[src/hw/rtl/tpms_pkg.sv]
`timescale 1ns / 1ps
`default_nettype none
// ----------------------------------------------------------------------------
// Two-track pair mass selector package
// Shared widths, fixed-point constants, register codes and pipeline types.
// ----------------------------------------------------------------------------
package tpms_pkg;

	// Field widths.
	localparam int P_W     = 24;
	localparam int ANGLE_W = 16;
	localparam int COS_W   = 17;
	localparam int MASS_W  = 24;
	localparam int TAG_W   = 3;
	localparam int BIN_W   = 9;

	// Squared momentum (one track, with mass term) and squared pair sum.
	localparam int P2_W = 48;
	localparam int S2_W = 50;
	// Energy root and mass root widths.
	localparam int E_W  = (P2_W + 1) / 2;
	localparam int MR_W = (S2_W + 1) / 2;

	// Masses in units of 2^-16 GeV, squares in 2^-32 GeV^2.
	localparam int KAON_MASS_FX = 32354;
	localparam int PION_MASS_FX = 9147;
	localparam logic [P2_W-1:0] KAON_M2 = P2_W'(KAON_MASS_FX * KAON_MASS_FX);
	localparam logic [P2_W-1:0] PION_M2 = P2_W'(PION_MASS_FX * PION_MASS_FX);

	localparam int MASS_BINS_DEF = 320;
	localparam int SQRT_STEPS    = 3;
	localparam int DIV_STEPS     = 2;

	// Register map, index = paddr[4:2].
	localparam int PADDR_W = 5;
	localparam logic [2:0] REG_ANGLE_MAX = 3'd0;
	localparam logic [2:0] REG_COS_MIN   = 3'd1;
	localparam logic [2:0] REG_COS_MAX   = 3'd2;
	localparam logic [2:0] REG_MASS_MIN  = 3'd3;
	localparam logic [2:0] REG_MASS_MAX  = 3'd4;
	localparam logic [2:0] REG_KAON_TAG  = 3'd5;
	localparam logic [2:0] REG_PION_TAG  = 3'd6;

	// Charge codes in flags[3:2].
	localparam logic [1:0] CHG_PLUS  = 2'd1;
	localparam logic [1:0] CHG_MINUS = 2'd2;

	typedef struct packed {
		logic       valid;
		logic       sel_ok;
		logic [3:0] mask;
	} meta_t;

	typedef struct packed {
		logic [MASS_W-1:0] mass;
		logic              under;
		logic              over;
	} bin_side_t;

endpackage
`default_nettype wire

[src/hw/rtl/tpms_isqrt.sv]
`timescale 1ns / 1ps
`default_nettype none
// ----------------------------------------------------------------------------
// Pipelined integer square root
// Floor square root, STEPS result bits resolved per register stage.
// ----------------------------------------------------------------------------
module tpms_isqrt
	import tpms_pkg::*;
#(
	parameter int IN_W  = 48,
	parameter int STEPS = SQRT_STEPS
) (
	input  wire logic                    clk,
	input  wire logic                    en,
	input  wire logic [IN_W-1:0]         v,
	output logic      [(IN_W+1)/2-1:0]   root
);

	localparam int OUT_W = (IN_W + 1) / 2;
	localparam int NS    = (OUT_W + STEPS - 1) / STEPS;
	localparam int RW    = IN_W + 2;

	logic [RW-1:0]    rem_w  [NS+1];
	logic [OUT_W-1:0] root_w [NS+1];

	assign rem_w[0]  = RW'(v);
	assign root_w[0] = '0;

	for (genvar s = 0; s < NS; s++) begin : g_st
		logic [RW-1:0]    rem_c;
		logic [OUT_W-1:0] root_c;
		logic [RW-1:0]    rem_q;
		logic [OUT_W-1:0] root_q;

		// The remainder holds v - root^2; adding bit b to the root costs
		// root * 2^(b+1) + 2^(2b).
		always_comb begin
			logic [RW-1:0] trial;
			int            b;
			trial  = '0;
			b      = 0;
			rem_c  = rem_w[s];
			root_c = root_w[s];
			for (int k = 0; k < STEPS; k++) begin
				b = OUT_W - 1 - (s * STEPS + k);
				if (b >= 0) begin
					trial = (RW'(root_c) << (b + 1)) | (RW'(1) << (2 * b));
					if (rem_c >= trial) begin
						rem_c  = rem_c - trial;
						root_c = root_c | (OUT_W'(1) << b);
					end
				end
			end
		end

		always_ff @(posedge clk) begin
			if (en) begin
				rem_q  <= rem_c;
				root_q <= root_c;
			end
		end

		assign rem_w[s+1]  = rem_q;
		assign root_w[s+1] = root_q;
	end

	assign root = root_w[NS];

endmodule
`default_nettype wire

[config.mk]
export PLATFORM = sky130hd
export DESIGN_NAME = tpms_isqrt
export DESIGN_NICKNAME = d
export VERILOG_FILES = /design/src/hw/rtl/tpms_pkg.sv /design/src/hw/rtl/tpms_isqrt.sv
export SDC_FILE = /design/constraint.sdc
export NUM_CORES = 1
export LEC_CHECK = 0
export ABC_CLOCK_PERIOD_IN_PS = 25900
export BUFFER_PORTS_ARGS = -buffer_cell sky130_fd_sc_hd__buf_4
export CORE_MARGIN = 2
export CORE_UTILIZATION = 69
export CTS_BUF_LIST = sky130_fd_sc_hd__clkbuf_8 sky130_fd_sc_hd__clkbuf_16
export CTS_CLUSTER_SIZE = 16
export DETAILED_ROUTE_END_ITERATION = 12
export PLACE_DENSITY = 0.86
export REMOVE_ABC_BUFFERS = 1
export SLEW_MARGIN = 20
export SYNTH_ARGS = -nofsm -noshare
export SYNTH_HDL_FRONTEND = slang
export SYNTH_SLANG_ARGS = --single-unit
[constraint.sdc]
create_clock -name clk -period 25.9 [get_ports clk]
set_input_delay 5.18 -clock clk [delete_from_list [all_inputs] [get_ports clk]]
set_output_delay 5.18 -clock clk [all_outputs]
set_load 0.01 [all_outputs]
# Yosys cells after proc, flatten, opt, wreduce, memory -nomap -nowiden
# Cells that the tools add are included.
# totals
ff_bits,542
in_bits,50
out_inout_bits,24
# op_classes
n_addsub,23
magnitude_cmp,24
n_mux,39
# op_table
op,n
two-way mux 50 bit,23
greater-or-equal comparator 50 x 25 -> 1 bit,1
greater-or-equal comparator 50 x 26 -> 1 bit,1
greater-or-equal comparator 50 x 27 -> 1 bit,1
greater-or-equal comparator 50 x 28 -> 1 bit,1
greater-or-equal comparator 50 x 29 -> 1 bit,1
greater-or-equal comparator 50 x 30 -> 1 bit,1
greater-or-equal comparator 50 x 31 -> 1 bit,1
greater-or-equal comparator 50 x 32 -> 1 bit,1
greater-or-equal comparator 50 x 33 -> 1 bit,1
greater-or-equal comparator 50 x 34 -> 1 bit,1
greater-or-equal comparator 50 x 35 -> 1 bit,1
greater-or-equal comparator 50 x 36 -> 1 bit,1
greater-or-equal comparator 50 x 37 -> 1 bit,1
greater-or-equal comparator 50 x 38 -> 1 bit,1
greater-or-equal comparator 50 x 39 -> 1 bit,1
greater-or-equal comparator 50 x 40 -> 1 bit,1
greater-or-equal comparator 50 x 41 -> 1 bit,1
greater-or-equal comparator 50 x 42 -> 1 bit,1
greater-or-equal comparator 50 x 43 -> 1 bit,1
greater-or-equal comparator 50 x 44 -> 1 bit,1
greater-or-equal comparator 50 x 45 -> 1 bit,1
greater-or-equal comparator 50 x 46 -> 1 bit,1
greater-or-equal comparator 50 x 47 -> 1 bit,1
40 further kinds,40

# Longest topological paths before layout
# logic_depth
ltp_word,6
depth_mapped,43
ltp_nobuf,38

# Worst setup path before layout
# OpenSTA, ideal clock, no wires.
# synth_timing
path_type,input-to-reg
from,in v[7]
to,reg g_st[0].rem_q[47] (data pin)
setup_ns,0.272
t_arrival_ns,9.140
t_required_ns,25.628
slack_ns,16.488
stages,21
path_buffers,0
cell_sequence,nor4_1 nand4_1 nor3_1 nand4_1 nand2_1 inv_1 ha_1 o21ai_0 nand4_1 or2_2 nand3_1 inv_1 ha_1 xnor2_1 a21o_1 a21oi_1 nand2_1 nor3_1 inv_1 a31oi_1 a31oi_1
# synth_between
elab_chain_len,6
word_cells_on_any_way,11
cone_classes,add/sub: 3; order compare: 3; mux: 5
# synth_lines
element,line_no,rtl
"start, declared",tpms_isqrt.sv:15,"input wire logic [IN_W-1:0] v,"
greater-or-equal comparator 48 x 47 -> 1 bit (*),tpms_isqrt.sv:48,if (rem_c >= trial) begin
two-way mux 24 bit (*),tpms_isqrt.sv:48,
via g_st[0].$6.trial[45],tpms_isqrt.sv:38,logic [RW-1:0] trial;
greater-or-equal comparator 50 x 47 -> 1 bit (*),tpms_isqrt.sv:48,
two-way mux 23 bit (*),tpms_isqrt.sv:48,
via g_st[0].$6.trial[44],tpms_isqrt.sv:38,
subtractor 50 x 46 -> 50 bit / greater-or-equal comparator 50 x 46 -> 1 bit (equally long branches),"tpms_isqrt.sv:49, tpms_isqrt.sv:48",
two-way mux 50 bit (*),tpms_isqrt.sv:48,
via g_st[0].rem_c[47],tpms_isqrt.sv:30,logic [RW-1:0] rem_c;
"end signal, assigned",tpms_isqrt.sv:58,rem_q <= rem_c;
"end, declared",tpms_isqrt.sv:32,logic [RW-1:0] rem_q;
# The timed path passes the listed nets; every way through them passes the cells marked *.
# A chain may end at the register's enable or synchronous reset.

# Final worst setup path
# layout_timing
from,reg g_st[3].rem_q[0]
to,reg g_st[4].rem_q[25] (data pin)
# layout_between
elab_chain_len,6
word_cells_on_any_way,11
cone_classes,add/sub: 3; order compare: 3; mux: 5
# layout_lines
element,line_no
"start, declared",tpms_isqrt.sv:32
"start signal, assigned",tpms_isqrt.sv:58
subtractor 50 x 36 -> 50 bit / greater-or-equal comparator 50 x 36 -> 1 bit (equally long branches),"tpms_isqrt.sv:49, tpms_isqrt.sv:48"
two-way mux 50 bit / two-way mux 12 bit (equally long branches),tpms_isqrt.sv:48
subtractor 50 x 35 -> 50 bit / greater-or-equal comparator 50 x 35 -> 1 bit (equally long branches),"tpms_isqrt.sv:49, tpms_isqrt.sv:48"
two-way mux 50 bit / two-way mux 11 bit (equally long branches),tpms_isqrt.sv:48
subtractor 50 x 34 -> 50 bit / greater-or-equal comparator 50 x 34 -> 1 bit (equally long branches),"tpms_isqrt.sv:49, tpms_isqrt.sv:48"
two-way mux 50 bit (*),tpms_isqrt.sv:48
via g_st[4].rem_c[25],tpms_isqrt.sv:30
"end signal, assigned",tpms_isqrt.sv:58
"end, declared",tpms_isqrt.sv:32
# Marks and branches as above.

==> results list <==
- Kind of start point of the critical path: flop
- Global Route Usage Sum: 0.352
* Routed len/inst: 20.2 µm
- Effective utilization at floorplan: 0.696
- The worst setup path is captured at a flop.
* Insertion delay of the later-clocked pin in the worst-skew pair: 630 ps
* Root Driver: sky130_fd_sc_hd__clkbuf_16
- In this run the count of I/O pins placed on the die edge is 74.
* Dominant synthesized flop cell: sky130_fd_sc_hd__edfxtp_1
- In this run the number of H-tree levels came out at 2.
* Internal power: 2.63 mW
- Ratio of total power to cell area: 112 nW/µm²
- Clk slew on worst S/H paths: ~60 ps
* Synthesis-to-layout area growth: 6.73%
* Headroom to the max-slew limit: 0.265
* Data arrival time of the critical path: 10,860 ps
- The first detailed-routing pass ran for 6 iterations.
- Post-DP Area: 42,100 µm²
* Number of different library cells in the post-synthesis netlist: 119
* Die span in y: 248 µm
* Portion of the post-synthesis area used by sequential elements: 0.335
* Least-Margin Pin Slew: ~1100 ps
- Post-route clock period utilization: 0.406
- Number of enable-type register cells in the synthesized netlist: ~460
* HP Class: reg -> reg
- Number of cells upsized or downsized after cts: 0
- After detailed routing, the number of remaining DRC violations is 0.
* Inserted Clock Buffers: 49
* Via-per-instance ratio: 6.66
- The analysis attributes to net switching a power of 2.27 mW.
- Pin count of the biggest net entering global routing: 105
- Max Clock Freq: 95.1 MHz
* Total power consumption of the routed design: around 4.9 mW
* Crit path max fanout: 28
* Fin nets: around 5,000
- Number of post-CTS setup repair buffers: 0
* Routed vias: 36,300
- Counting every sink on the clock net gives 458.
- Setup repair after global routing left no endpoint under its margin.
* Outcome: finished, final reports clean
* Maximum clock path buffer count: 3
- Non-Filler Cell Area, Final: 43,800 µm²
- In this run the static leakage power is 17.4 nW.
* Core area: 58,900 µm²
- Antenna-violating nets left: 0
- In this run the cell area of the synthesized design comes to 41,000 µm².
* Final core utilization: 0.743
- Layout cell share with drive strength beyond 1: 0.0704
* First-pass GRT wire length: 173,000 µm
- Clk network pwr share: 0.142
- Shortest period the worst path allows: 10,510 ps
* Post-detailed-placement half-perimeter wirelength: 86,800 µm
- After global routing the overflow that remains totals 0.
- Maximum Capacitance Violations: 0
* Number of rows in the core area: 89
- Average instance area after synthesis: approximately 8.9 µm²
* Seq cells post-synth: 458
* Library cell contributing the largest single delay on the critical path: sky130_fd_sc_hd__clkinv_1
- Worst supply voltage drop on vdd: 82.9 µV
* Number of hold buffers added after CTS: 0
- Critical path data required time: about 26,000 ps
* Clock tree from TritonCTS: done
- The floorplan step set the die width to 248 µm.
- Worst Setup Path Type: reg -> reg
* Switching share of total power: 0.464
* Number of antenna violations at the first check in global routing: 0
- For this run, asynchronously set or reset flops after synthesis account for 0.
- The number of global-route vias before repair is 33,200.
* Setup clock skew after layout: 44.8 ps
- Setup violations remaining at the end of the flow were counted as 0.
- The share of total power dissipated in sequential elements is 0.245.
- Fin. Hold Viols: 0
- For this run, the slowest stage of the critical path takes 760 ps.
- Routability-driven placement finished with a final weighted congestion of between 0.9 and 1.
- Input and output buffers added on the ports amount to 73.
- Total Wirelength: 110,000 µm
* Number of synthesis warnings: 0
- Number of DRC markers after the initial detailed-route iteration: 3,727
- The floorplan step defined a die boundary enclosing 61,400 µm².
- The count of final max-slew check failures was 0.
* Comb pwr share: 0.613
* Final sum of negative setup slack: 0 ps
- In the synthesized netlist, the number of instances is ~4,600.
- WHS: ~450 ps
kinds of logic (layout without fill, tap and decap cells):
group	count (synthesis)	count (layout)	synth area share
AND/OR/NAND/NOR	1729	1729	0.223
AO/OA/AOI/OAI	1216	1216	0.191
XOR/XNOR	468	468	0.100
flip-flops	458	458	0.335
buffers and inverters	356	418	0.0346
adder cells (fa/ha/maj)	336	336	0.103
multiplexers	50	50	0.0137
other	0	1	0
cells in the mapped netlist (23+ instances only):
cell | n | share of area
sky130_fd_sc_hd__a211oi_1 | 32 | 0.0059
sky130_fd_sc_hd__a21o_1 | 136 | 0.025
sky130_fd_sc_hd__a21oi_1 | 412 | 0.050
sky130_fd_sc_hd__a31oi_1 | 42 | 0.0064
sky130_fd_sc_hd__and2_1 | 45 | 0.0069
sky130_fd_sc_hd__and3_1 | 33 | 0.0050
sky130_fd_sc_hd__and4_1 | 29 | 0.0062
sky130_fd_sc_hd__clkbuf_1 | 71 | 0.0065
sky130_fd_sc_hd__edfxtp_1 | 458 | 0.34
sky130_fd_sc_hd__ha_1 | 336 | 0.10
sky130_fd_sc_hd__inv_1 | 229 | 0.021
sky130_fd_sc_hd__mux2_2 | 33 | 0.0091
sky130_fd_sc_hd__nand2_1 | 398 | 0.036
sky130_fd_sc_hd__nand2b_1 | 48 | 0.0073
sky130_fd_sc_hd__nand3_1 | 117 | 0.014
sky130_fd_sc_hd__nand4_1 | 96 | 0.015
sky130_fd_sc_hd__nor2_1 | 401 | 0.037
sky130_fd_sc_hd__nor2b_1 | 39 | 0.0060
sky130_fd_sc_hd__nor3_1 | 138 | 0.017
sky130_fd_sc_hd__nor3b_1 | 24 | 0.0044
sky130_fd_sc_hd__nor4_1 | 110 | 0.017
sky130_fd_sc_hd__o211ai_1 | 24 | 0.0044
sky130_fd_sc_hd__o21a_1 | 52 | 0.0095
sky130_fd_sc_hd__o21ai_0 | 216 | 0.026
sky130_fd_sc_hd__o21ai_1 | 23 | 0.0028
sky130_fd_sc_hd__o21bai_1 | 43 | 0.0079
sky130_fd_sc_hd__o31ai_1 | 30 | 0.0055
sky130_fd_sc_hd__or2_2 | 41 | 0.0063
sky130_fd_sc_hd__or3_1 | 56 | 0.0085
sky130_fd_sc_hd__or4_1 | 33 | 0.0060
sky130_fd_sc_hd__xnor2_1 | 296 | 0.063
sky130_fd_sc_hd__xor2_1 | 172 | 0.037
metrics by stage:
stage / instances / setup slack [ps]
after floorplan: 4496 / 16490
after global placement: 5357 / 15280
after detailed placement: 5357 / 15260
after CTS: 5448 / 15660
after global routing: 5448 / 14870
final: 5449 / 15390
layout make-up:
| cell class | count | area [µm²] |
|---|---|---|
| Multi-Input combinational cell | 3799 | 25800 |
| Fill cell | 4315 | 15100 |
| Sequential cell | 458 | 13800 |
| Clock buffer | 49 | 1230 |
| Tap cell | 773 | 967 |
| Inverter | 239 | 897 |
| Timing Repair Buffer | 88 | 668 |
| Clock inverter | 42 | 403 |
| Antenna cell | 1 | 2.50 |
flip-flops by register name (all words and copies together) (netlist names):
name         cells
g_st.rem_q     350
g_st.root_q     84
root            24
worst max-delay path, delay by kind of cell, from the launching register on:
kind / cells / cell delay (ps)
simple gates: 8 / 3050
buf+inv: 4 / 1790
flops: 1 / 410
fa+ha+maj: 2 / 710
xor+xnor: 1 / 240
compound gates: 14 / 3700
mux: 1 / 290
placed cells by master (no fill, tap or decap), drive strengths merged, types with 43 or more instances in the layout:
| cell type | synthesis | final |
|---|---|---|
| a21o | 136 | 136 |
| a21oi | 412 | 412 |
| a31oi | 44 | 44 |
| and2 | 47 | 47 |
| buf | 45 | 88 |
| clkbuf | 72 | 49 |
| edfxtp | 458 | 458 |
| ha | 336 | 336 |
| inv | 238 | 251 |
| nand2 | 400 | 400 |
| nand2b | 49 | 49 |
| nand3 | 122 | 122 |
| nand4 | 98 | 98 |
| nor2 | 402 | 402 |
| nor3 | 144 | 144 |
| nor4 | 124 | 124 |
| o21a | 53 | 53 |
| o21ai | 241 | 241 |
| o21bai | 43 | 43 |
| or2 | 45 | 45 |
| or3 | 58 | 58 |
| xnor2 | 296 | 296 |
| xor2 | 172 | 172 |
routing by layer:
layer | up-vias | part of all wire | track usage | wire length, µm
li1 | 17300 | - | - | -
met5 | - | 0 | 0 | 0
met2 | 1643 | 0.46 | 0.583 | 51300
met4 | 0 | 0.043 | 0.143 | 4720
met1 | 17000 | 0.42 | 0.466 | 45900
met3 | 299 | 0.076 | 0.0482 | 8390
power by group through the flow:
stage | logic (mW) | clock network (mW) | registers (mW)
after detailed placement | 2.90 | 0 | 1.21
final | 3.00 | 0.695 | 1.20
after global placement | 2.84 | 0 | 1.21
after CTS | 2.93 | 0.704 | 1.20
after floorplan | 2.29 | 0 | 1.15
after global routing | 3.28 | 0.733 | 1.21
worst paths after layout:
kind | end | slack [ps] | cells after the start | startpoint
worst min register to register | root[22] | 450 | 0 | g_st[6].root_q[22]
worst max register to register | g_st[4].rem_q[25] | 15390 | 30 | g_st[3].rem_q[0]
worst max-delay path | g_st[4].rem_q[25] | 15390 | 30 | g_st[3].rem_q[0]
worst min-delay path | root[22] | 450 | 0 | g_st[6].root_q[22]
(Power assumes the default switching activity.)
