`src/hw/rtl/tpms_div.sv`:
```
`timescale 1ns / 1ps
`default_nettype none
// ----------------------------------------------------------------------------
// Pipelined restoring divider
// Quotient of Q_W bits, STEPS bits per stage; the caller keeps
// num below den * 2^Q_W.
// ----------------------------------------------------------------------------
module tpms_div #(
	parameter int NUM_W = 33,
	parameter int DEN_W = 24,
	parameter int Q_W   = 9,
	parameter int STEPS = 2
) (
	input  wire logic             clk,
	input  wire logic             en,
	input  wire logic [NUM_W-1:0] num,
	input  wire logic [DEN_W-1:0] den,
	output logic      [Q_W-1:0]   quo
);

	localparam int NS = (Q_W + STEPS - 1) / STEPS;
	localparam int RW = (NUM_W > DEN_W + Q_W) ? NUM_W : DEN_W + Q_W;

	logic [RW-1:0]    rem_w [NS+1];
	logic [Q_W-1:0]   quo_w [NS+1];
	logic [DEN_W-1:0] den_w [NS+1];

	assign rem_w[0] = RW'(num);
	assign quo_w[0] = '0;
	assign den_w[0] = den;

	for (genvar s = 0; s < NS; s++) begin : g_st
		logic [RW-1:0]    rem_c;
		logic [Q_W-1:0]   quo_c;
		logic [RW-1:0]    rem_q;
		logic [Q_W-1:0]   quo_q;
		logic [DEN_W-1:0] den_q;

		always_comb begin
			logic [RW-1:0] trial;
			int            b;
			trial = '0;
			b     = 0;
			rem_c = rem_w[s];
			quo_c = quo_w[s];
			for (int k = 0; k < STEPS; k++) begin
				b = Q_W - 1 - (s * STEPS + k);
				if (b >= 0) begin
					trial = RW'(den_w[s]) << b;
					if (rem_c >= trial) begin
						rem_c = rem_c - trial;
						quo_c = quo_c | (Q_W'(1) << b);
					end
				end
			end
		end

		always_ff @(posedge clk) begin
			if (en) begin
				rem_q <= rem_c;
				quo_q <= quo_c;
				den_q <= den_w[s];
			end
		end

		assign rem_w[s+1] = rem_q;
		assign quo_w[s+1] = quo_q;
		assign den_w[s+1] = den_q;
	end

	assign quo = quo_w[NS];

endmodule
`default_nettype wire

```
`config.mk`:
```
export PLATFORM = sky130hd
export DESIGN_NAME = tpms_div
export DESIGN_NICKNAME = d
export VERILOG_FILES = /design/src/hw/rtl/tpms_div.sv
export SDC_FILE = /design/constraint.sdc
export NUM_CORES = 1
export LEC_CHECK = 0
export ABC_AREA = 1
export BUFFER_PORTS_ARGS = -buffer_cell sky130_fd_sc_hd__buf_4
export CAP_MARGIN = 20
export CORE_ASPECT_RATIO = 0.7
export CORE_MARGIN = 8
export CORE_UTILIZATION = 55
export CTS_CLUSTER_SIZE = 24
export DETAILED_ROUTE_END_ITERATION = 10
export PLACE_DENSITY = 0.72
export SLEW_MARGIN = 20
export SYNTH_ARGS = -nofsm -noshare
export SYNTH_HDL_FRONTEND = slang
export SYNTH_SLANG_ARGS = --single-unit
```
`constraint.sdc`:
```
create_clock -name clk -period 5.29 [get_ports clk]
set_input_delay 0.7935 -clock clk [delete_from_list [all_inputs] [get_ports clk]]
set_output_delay 0.7935 -clock clk [all_outputs]
set_load 0.02 [all_outputs]
```
## Word-level counts from Yosys, hierarchy flattened

Index checks and enable logic that the tools add are counted.
Widths: inputs -> output; s select.

- $add $sub $neg: 8
- Order comparisons: 9
- Multiplexer cells: 12

Operators by type and width:

| kind | count |
|---|---|
| $mux 33 | 8 |
| $ge 33x24->1 | 1 |
| $ge 33x25->1 | 1 |
| $ge 33x26->1 | 1 |
| $ge 33x27->1 | 1 |
| $ge 33x28->1 | 1 |
| $ge 33x29->1 | 1 |
| $ge 33x30->1 | 1 |
| $ge 33x31->1 | 1 |
| $ge 33x32->1 | 1 |
| $sub 33x25->33 | 1 |
| $sub 33x26->33 | 1 |
| $sub 33x27->33 | 1 |
| $sub 33x28->33 | 1 |
| $sub 33x29->33 | 1 |
| $sub 33x30->33 | 1 |
| $sub 33x31->33 | 1 |
| $sub 33x32->33 | 1 |
| $mux 9 | 1 |
| $mux 7 | 1 |
| $mux 5 | 1 |
| $mux 3 | 1 |

- Bits in registers: 273
- Logic and storage cells: 47

## Longest topological paths before layout

Gate-level depths: netlist of the first run.

- Depth in word-level cells: 4
- Depth in mapped cells: 33
- Gate-level depth less buffers: 30

## Least setup slack after synthesis of the first run

OpenSTA, ideal clock, no wires.

- Kind: input -> register
- Start point: input port den[8]
- End point: register g_st[0].rem_q[20] (data pin)
- Setup time: 0.253 ns
- Arrival time: 4.166 ns
- Data required time: 5.037 ns
- Setup slack: 0.871 ns
- Stages on the path: 24
- Path buffers: 2
- Path through: inv_1 -> ha_1 -> a21oi_1 -> inv_1 -> a31oi_1 -> nand3_2 -> nand2_1 -> nand3_2 -> inv_1 -> clkbuf_1 -> nand2_1 -> o21ai_0 -> ha_1 -> a21oi_1 -> o21ai_0 -> a31oi_1 -> nand3_1 -> a31oi_1 -> nand2_1 -> nor2_4 -> o21ai_4 -> buf_2 -> nand2_1 -> nand2_1

- Word-level cells in the longest chain between the ends: 4
- Elaborated cells between the ends (all ways): 6
- Those cells by class: 2 x add/sub; 2 x order compare; 2 x mux

Ends and longest elaborated chain:

| element | RTL line | source |
|---|---|---|
| from (decl) | 17 | `input wire logic [DEN_W-1:0] den,` |
| $sub 33x32->33 or $ge 33x32->1 (tied branches) | 51, 50 |  |
| $mux 33 | 50 | `if (rem_c >= trial) begin` |
| $sub 33x31->33 or $ge 33x31->1 (tied branches) | 51, 50 |  |
| $mux 33 * | 50 |  |
| via g_st[0].rem_c[20] | 33 | `logic [RW-1:0] rem_c;` |
| to (signal assigned) | 60 | `rem_q <= rem_c;` |
| to (decl) | 35 | `logic [RW-1:0] rem_q;` |

The timed path passes the listed nets; every way through them passes the cells marked *.
A chain may end at the register's enable or synchronous reset.

## Worst setup path after layout of the first run

- Start point: input port num[8]
- End point: register g_st[0].rem_q[15] (data pin)

- Word-level cells in the longest chain between the ends: 4
- Elaborated cells between the ends (all ways): 6
- Those cells by class: 2 x add/sub; 2 x order compare; 2 x mux

Ends and longest elaborated chain:

| element | RTL line | source |
|---|---|---|
| from (decl) | 16 | `input wire logic [NUM_W-1:0] num,` |
| $sub 33x32->33 or $ge 33x32->1 (tied branches) | 51, 50 |  |
| $mux 33 * | 50 |  |
| $sub 33x31->33 or $ge 33x31->1 (tied branches) | 51, 50 |  |
| $mux 33 * | 50 |  |
| via g_st[0].rem_c[15] | 33 |  |

Marks and branches as above.

==> flow_results.org, run 1 <==
** Synthesis
- When the netlist entered floorplanning its net count stood at 3584.
- The Yosys step of the flow raised 0 warnings.
- Part of the Yosys area used for sequential elements :: 32.3%
- Synthesis inferred 257 register bits.
- The largest total area in the synthesized netlist belongs to sky130_fd_sc_hd__edfxtp_1.
- Post-synthesis area per instance :: 7.25 sq um
- By area the synthesized netlist is led by sky130_fd_sc_hd__edfxtp_1 (32%), sky130_fd_sc_hd__nand2_1 (16%), sky130_fd_sc_hd__ha_1 (11%).
- Yosys mapped the design onto 58 distinct sky130hd cell types.
- Portion of synthesized cell area occupied by the leading cell type :: 32.3%
- Cell area after synthesis :: 23900 sq um
- Number of standard cells after synthesis :: 3301

** Global routing
- Largest net degree at the start of global routing :: 162
- Aggregate global-route resource usage :: 33.5%
- Overall overflow remaining after global route :: 0
- The first global-routing pass estimated 131000 um of wire.
- The via count of the first global-routing pass is 21500.
- Initial antenna violation count :: 2

** Finish
- Commonest non-fill, non-tap cells in the layout :: sky130_fd_sc_hd__nand2_1 (1001), sky130_fd_sc_hd__inv_1 (446), sky130_fd_sc_hd__edfxtp_1 (257)
- Counting the fill cells in the layout gives 3917.
- Register Area :: 7720 sq um
- Area added between synthesis and finish :: 12.2%
- Area of all placed cells without fillers :: 26900 sq um
- After the last flow step, the layout net total stands at 3720.
- Number of diodes added for antenna fixing :: 0
- Area occupied by multi-input gates :: 14300 sq um
- Share of cells above drive strength 1 :: 9.74%
- Most frequent standard cell in the layout excluding fill and tap cells :: sky130_fd_sc_hd__nand2_1

** Placement
- Standard cell area after detailed placement :: 25500 sq um
- Count of buffers from port buffering :: 67
- Detailed placement ended at an HPWL of 71900 um.
- At the end of routability-driven placement, the weighted congestion stood at 1.07.

** Die
- Horiz. Die Dim :: 265 um
- Core outline area :: 43300 sq um
- The initial utilization of the core area, before any placement, comes to 55.2%.
- The die covers 50500 sq um.
- From bottom edge to top edge, the die measures 190 um.
- # IOs :: 68
- Num rows :: 64

** STA
- Final setup violating endpoints :: 0
- Transition time of the tightest slew-check pin :: 944 ps
- The worst path uses 98.8% of the clock period.
- Shortest period the worst path allows :: 5230 ps
- Worst-case hold slack :: 376 ps
- Number of failing hold endpoints at the final stage :: 0
- Setup repair after global routing left no endpoint under its margin.
- Clock skew on the completed layout was measured at 27.4 ps.
- Number of slew-limit violations in the final report :: 0
- Headroom to the max-slew limit came out at 37.1%.
- Derived from the worst setup path, the maximum achievable clock frequency is 191 MHz.

** Detailed routing
- Total Routed Length :: 87500 um
- DRC marker count from the first detailed-route iteration :: 3627
- For this run, design rule violations remaining after detail routing come to 0.
- For this block, the via count after detailed routing is 23900.
- The detail route stage leaves a number of antenna-violating nets equal to 0.
- Via density per instance :: 5.89
- Dividing the detail-routed wire length by the instance count gives 21.6 um.
- Before antenna repair, the detailed router went through 6 iterations.

** Setup path
- Start of the worst register-to-register path :: g_st[0].rem_q[12]
- For the worst setup path, the data required time is 5760 ps.
- Worst Setup End Kind :: register
- Measured in cells, the most critical reg-to-reg path has a length of 23.
- Worst Path Class, Setup :: in2reg
- Of all nets on the critical path, the largest fanout is 13.
- The endpoint identified for the worst register-to-register timing path is g_st[1].rem_q[28].
- Data arrives at the worst endpoint at 5700 ps.
- The worst setup path is launched from an input port.
- Across all register-to-register paths, the minimum setup slack is 160 ps.

** Run
- Max_cap viols :: 0

** Clock tree
- TritonCTS buffer count :: 30
- The clock drives 257 sinks.
- For this design, the CTS-stage hold fixing added 0 buffers.
- For the worst-skew pair, the clock arrives at the later sink with an insertion delay of 610 ps.
- Max H-tree Level :: 1
- The clock passes through at most 3 buffers.
- TritonCTS built the clock tree.
- Root buffer cell :: sky130_fd_sc_hd__clkbuf_16
- Post-CTS clock slew at the launch and capture registers of the worst setup and hold paths :: 70 ps

** Worst hold path
- The worst hold path begins at den[10].
- The worst hold path belongs to the class in2reg.
- For hold timing, the worst endpoint is g_st[0].den_q[10].
- WHS Path Cells :: 1

** Pwr
- Power Density :: 744 nW/um^2
- Overall power of the completed layout :: 20000 uW
- The analysis attributes to cell leakage a power of 0.0129 uW.
- Across the VDD grid, the largest voltage drop is 0.418 mV.

** Run status
- The flow ran to the end, and the final reports show no timing, DRC or antenna violations.
area by class of cell:
type	count	share of cell area [%]
Multi-Input combinational cell	2531	53.3
Sequential cell	257	28.7
Inverter	467	6.56
Timing Repair Buffer	148	4.65
Clock buffer	35	2.87
Tap cell	594	2.77
Clock inverter	20	1.11
Timing Repair inverter	2	0.0559
Yosys cell counts, drive strengths merged:
| cell type | n |
|---|---|
| a21oi | 236 |
| o211a | 1 |
| nand4 | 66 |
| a22oi | 1 |
| o211ai | 5 |
| xnor2 | 81 |
| o21bai | 23 |
| clkbuf | 10 |
| buf | 37 |
| a21boi | 4 |
| o31ai | 1 |
| nor4 | 15 |
| o21a | 6 |
| inv | 466 |
| o2111a | 1 |
| and2 | 6 |
| o311ai | 2 |
| nor3b | 2 |
| clkinv | 1 |
| or2 | 13 |
| xor2 | 89 |
| o21ai | 184 |
| a31o | 2 |
| nand3b | 13 |
| and3 | 5 |
| nor2 | 260 |
| a21o | 20 |
| a31oi | 21 |
| ha | 216 |
| o31a | 1 |
| edfxtp | 257 |
| a211oi | 1 |
| nor3 | 26 |
| fa | 8 |
| nand3 | 185 |
| nand2 | 1036 |
sequential cells by signal (all words and copies together) (netlist names):
name / cells
g_st.rem_q: 132
g_st.den_q: 96
g_st.quo_q: 20
quo: 9
how the worst max path moves through the flow:
stage                      startpoint                 to  slack [ps]  cells past startpoint
floorplan                      den[8]  g_st[0].rem_q[20]         870                     24
CTS                 g_st[0].rem_q[11]  g_st[1].rem_q[30]          80                     20
finish                         num[8]  g_st[0].rem_q[15]          60                     28
detailed placement             den[8]  g_st[0].rem_q[26]        -610                     25
global route        g_st[0].rem_q[12]  g_st[1].rem_q[22]           6                     24
global placement               num[8]  g_st[0].rem_q[28]        -700                     28
per-stage QoR:
step                      setup slack, ps  std cells  TNS (ps)  utilization [%]
after floorplan                       871       3301         0                -
after global placement               -703       3992    -18630             58.9
after detailed placement             -608       3992    -15170             58.9
after CTS                            78.8       4047         0             61.4
after global routing                 6.34       4054         0             62.0
final                                64.6       4054         0             62.0
power breakdown:
group | total, uW | switching (uW) | leakage [uW] | internal [uW]
clock | 2310 | 966 | 0.000500 | 1350
sequential | 3660 | 368 | 0.00249 | 3290
combinational | 14000 | 9210 | 0.00987 | 4800
total | 20000 | 10500 | 0.0129 | 9430
routing by layer:
metal / vias up / share of wire, % / global-route usage (%)
li1: 11200 / - / -
met1: 11000 / 48 / 55.4
met2: 1561 / 33 / 39.5
met3: 101 / 17 / 12.8
met4: 4 / 1.3 / 4.86
met5: - / 0.030 / 0
kinds of logic (layout without fill, tap and decap cells):
logic type               Yosys count  count (layout)  share of synthesized area, %
flip-flops                       257             257                          32.3
adder cells (fa/ha/maj)          224             224                          12.0
AND/OR/NAND/NOR                 1627            1627                          29.3
buffers and inverters            514             672                          8.62
AO/OA/AOI/OAI                    509             510                          11.7
XOR/XNOR                         170             170                          6.22
worst max-delay path: stages:
cell and delay (ps):
sky130_fd_sc_hd__buf_4 110, sky130_fd_sc_hd__inv_1 70, sky130_fd_sc_hd__ha_1 160, sky130_fd_sc_hd__inv_1 80, sky130_fd_sc_hd__fa_1 490, sky130_fd_sc_hd__nand3_1 120, sky130_fd_sc_hd__nand2_1 190, sky130_fd_sc_hd__nand2_1 110
sky130_fd_sc_hd__nand2_1 150, sky130_fd_sc_hd__a21oi_2 260, sky130_fd_sc_hd__o21bai_1 140, sky130_fd_sc_hd__xnor2_1 150, sky130_fd_sc_hd__nand2_1 60, sky130_fd_sc_hd__o21ai_0 80, sky130_fd_sc_hd__inv_1 110, sky130_fd_sc_hd__ha_1 390
sky130_fd_sc_hd__nand2_1 90, sky130_fd_sc_hd__inv_1 90, sky130_fd_sc_hd__nand2_1 80, sky130_fd_sc_hd__nor3_2 390, sky130_fd_sc_hd__nand4_1 330, sky130_fd_sc_hd__nand3_1 240, sky130_fd_sc_hd__a31oi_2 130, sky130_fd_sc_hd__nand2_1 160
sky130_fd_sc_hd__nor2_4 80, sky130_fd_sc_hd__o21ai_2 380, sky130_fd_sc_hd__nand2_1 130, sky130_fd_sc_hd__nand2_1 110
repair_timing:
item / 4_1_cts / 5_1_grt
gates resized for setup: 1 / 56
pin swaps: 0 / 4
endpoints found under the setup margin: 8 / 119
cloned: 0 / 3
buffers inserted: 0 / 4
No activity file was read; power rests on OpenSTA's default activity.
==> inputs of run 2 (changes only) <==
--- a/config.mk
+++ b/config.mk
@@ -11,6 +11,7 @@
 export CORE_ASPECT_RATIO = 0.7
 export CORE_MARGIN = 8
 export CORE_UTILIZATION = 55
+export CTS_BUF_LIST = sky130_fd_sc_hd__clkbuf_16
 export CTS_CLUSTER_SIZE = 24
 export DETAILED_ROUTE_END_ITERATION = 10
 export PLACE_DENSITY = 0.72
==> run 2 against run 1 <==
Net effect: combinational power about the same; via count about the same; flip-flop and latch count did not move; sequential share of layout area hardly changed; non-clock buffer count increased by 1; total power is essentially flat; count of clock-buffer cells in the layout shrank 5; clock power about the same.
==> flow_results.org, run 2 (synthesis results as in run 1) <==
** Detailed routing
- Routed via count :: 23900
- Total Routed Length :: 87600 um
- Via density per instance :: 5.89
- Post-DR wirelength/cell :: 21.6 um
- Drt pass-1 iters :: 6
- Routed Antenna Nets :: 0
- After the first detailed-routing iteration, the DRC count stood at 3566.
- After detailed routing, the number of remaining DRC violations is 0.

** Clock tree
- Root buffer cell :: sky130_fd_sc_hd__clkbuf_16
- Count of clock tree sinks :: 257
- Max H-tree Level :: 1
- TritonCTS buffer count :: 30
- Post-CTS clock slew at the launch and capture registers of the worst setup and hold paths :: 70 ps
- CTS max path bufs :: 3
- CTS tree :: yes
- Latest clock arrival within the worst-skew pair :: 610 ps
- Cts-stage hold buffer count :: 0

** Global routing
- The total overflow left after global routing is 0.
- The first global-routing pass estimated 131000 um of wire.
- Most used routing layer :: met1
- Global routing consumed, on the met3 layer, 12.8% of the routing resources.
- Largest net degree at the start of global routing :: 162
- The via count of the first global-routing pass was 21500.
- Initial antenna violation count :: 2
- Global routing consumed, over all layers together, 33.5% of the routing resources.
- Met1 GRT Util :: 55.4%
- For met2 alone, demand over resource in global routing was 39.5%.

** Finish
- The finished cells cover 26900 sq um.
- Counting the fill cells in the layout gives 3916.
- In the final layout, the share of cells above drive strength 1 is 9.77%.
- The largest registers in the layout are g_st.rem_q x132, g_st.den_q x96, g_st.quo_q x20.
- In the layout the commonest cells are sky130_fd_sc_hd__nand2_1 (1001), sky130_fd_sc_hd__inv_1 (451), sky130_fd_sc_hd__edfxtp_1 (257).
- Number of diodes added for antenna fixing :: 0
- Area added between synthesis and finish :: 12.3%
- Register with the most flip-flops :: g_st.rem_q
- Max reg flops :: 132
- The net count of the finished layout is 3721.
- Excluding fillers, the count of instances in the completed layout stands at 4055.
- Leaving out fill and tap cells, the most frequent cell in the layout is sky130_fd_sc_hd__nand2_1.

** Pwr
- The worst-case IR drop observed on VDD is 0.416 mV.
- Total power for the finished layout comes to 20000 uW.
- For this design the static power due to leakage is 0.0129 uW.
- Power spread over the standard cell area amounts to 744 nW/um^2.

** STA
- Number of slew-limit violations in the final report :: 0
- Final hold analysis gives a worst-case slack of 376 ps.
- Across the routed clock network, the largest skew measured is 28.5 ps.
- Setup repair after global routing left no endpoint under its margin.
- In the post-route analysis, the smallest setup slack over all paths is 83.2 ps.
- The final number of hold-violating endpoints is 0.
- After layout, the worst path uses 98.4% of the clock period.
- Final setup violating endpoints :: 0
- For the pin with the worst max-slew slack, the measured transition is 967 ps.
- Peak clock frequency supported by timing :: 192 MHz
- Shortest period the worst path allows :: 5210 ps
- Worst rel slew slack :: 35.6%

** Setup path
- The worst setup path is launched from an input port.
- Setup slack on the worst reg-to-reg path comes out at 180 ps.
- Critical path data required time :: 5770 ps
- Maximum net fanout on the critical path :: 13
- Data on the critical path arrives at its endpoint at 5680 ps.
- Worst Setup End Kind :: register
- Worst Path Class, Setup :: in2reg

** Run status
- Outcome :: completed

** Worst hold path
- The worst hold path belongs to the class in2reg.

** Die
- Total Die Area :: 50500 sq um
- Initial core utilization :: 55.2%
- 68 I/O pins were placed.
- Num rows :: 64
- Horiz. Die Dim :: 265 um
- Core outline area :: 43300 sq um
- Measured along the y axis, the die boundary spans 190 um.

** Placement
- Standard cell area after detailed placement :: 25500 sq um
- Global placer's final weighted congestion :: 1.07
- DP Cell Count :: 3992
- OpenSTA, run right after detailed placement, puts the worst setup slack at -608 ps.
- The count of buffers added on input and output ports is 67.
- HPWL after detailed placement :: 71900 um

** Run
- The tool flagged a number of max-cap violations equal to 0.
run 2: changes by cell type in the layout (fill, tap and decap cells not counted), sizes merged:
cell	delta
clkbuf	-5
inv	+5
buf	+1
run 2: final timing paths:
check / startpoint / to / cells past startpoint
min: den[2] / g_st[0].den_q[2] / 1
max: num[8] / g_st[0].rem_q[31] / 27
max reg2reg: g_st[0].den_q[4] / g_st[1].rem_q[28] / 24
min reg2reg: g_st[3].quo_q[4] / quo[4] / 0
run 2: where the power goes:
group | leakage (uW) | total (uW) | internal (uW) | switching, uW
Clock | 0.000520 | 2300 | 1340 | 960
Sequential | 0.00249 | 3660 | 3290 | 368
Combinational | 0.00987 | 14000 | 4800 | 9220
run 2: critical path, cell delays in order:
cell and delay (ps):
sky130_fd_sc_hd__buf_4 110, sky130_fd_sc_hd__inv_1 70, sky130_fd_sc_hd__ha_1 160, sky130_fd_sc_hd__inv_1 80, sky130_fd_sc_hd__fa_1 490, sky130_fd_sc_hd__nand3_1 120
sky130_fd_sc_hd__nand2_1 190, sky130_fd_sc_hd__nand2_1 110, sky130_fd_sc_hd__nand2_1 150, sky130_fd_sc_hd__a21oi_2 260, sky130_fd_sc_hd__o21bai_1 150, sky130_fd_sc_hd__xnor2_1 150
sky130_fd_sc_hd__nand2_1 60, sky130_fd_sc_hd__o21ai_0 80, sky130_fd_sc_hd__inv_1 110, sky130_fd_sc_hd__ha_1 390, sky130_fd_sc_hd__nand2_1 90, sky130_fd_sc_hd__inv_1 90
sky130_fd_sc_hd__nand2_1 80, sky130_fd_sc_hd__nor3_2 380, sky130_fd_sc_hd__nand4_1 320, sky130_fd_sc_hd__nand3_1 240, sky130_fd_sc_hd__a31oi_2 130, sky130_fd_sc_hd__nand2_1 160
sky130_fd_sc_hd__nor2_4 80, sky130_fd_sc_hd__o21ai_2 380, sky130_fd_sc_hd__and2_1 240
run 2: area by class of cell:
| type | instances | area (sq um) | area share (%) |
|---|---|---|---|
| clock buffer | 30 | 751 | 2.79 |
| tap | 594 | 743 | 2.77 |
| multi-input combinational | 2531 | 14300 | 53.2 |
| inverter | 467 | 1760 | 6.55 |
| timing repair buffer | 149 | 1250 | 4.67 |
| clock inverter | 25 | 318 | 1.18 |
| timing repair inverter | 2 | 15.0 | 0.0559 |
| sequential | 257 | 7720 | 28.7 |
run 2: repair_timing:
action,CTS,global route
endpoints found under the setup margin,8,119
cloned,0,3
pin swaps,0,4
gates resized for setup,1,56
setup buffers,0,5
run 2: layer usage:
layer  part of all wire, %  wire [um]  vias to the layer above
met3                    17      15000                       98
li1                      -          -                    11200
met2                    33      29300                     1502
met1                    48      42000                    11100
met5                 0.030         26                        -
met4                   1.4       1190                        4
run 2: stage by stage:
step                setup TNS, ps  util (%)
CTS                             0      61.4
global route                    0      62.0
detailed placement         -15170      58.9
floorplan                       0         -
finish                          0      62.0
global placement           -18630      58.9
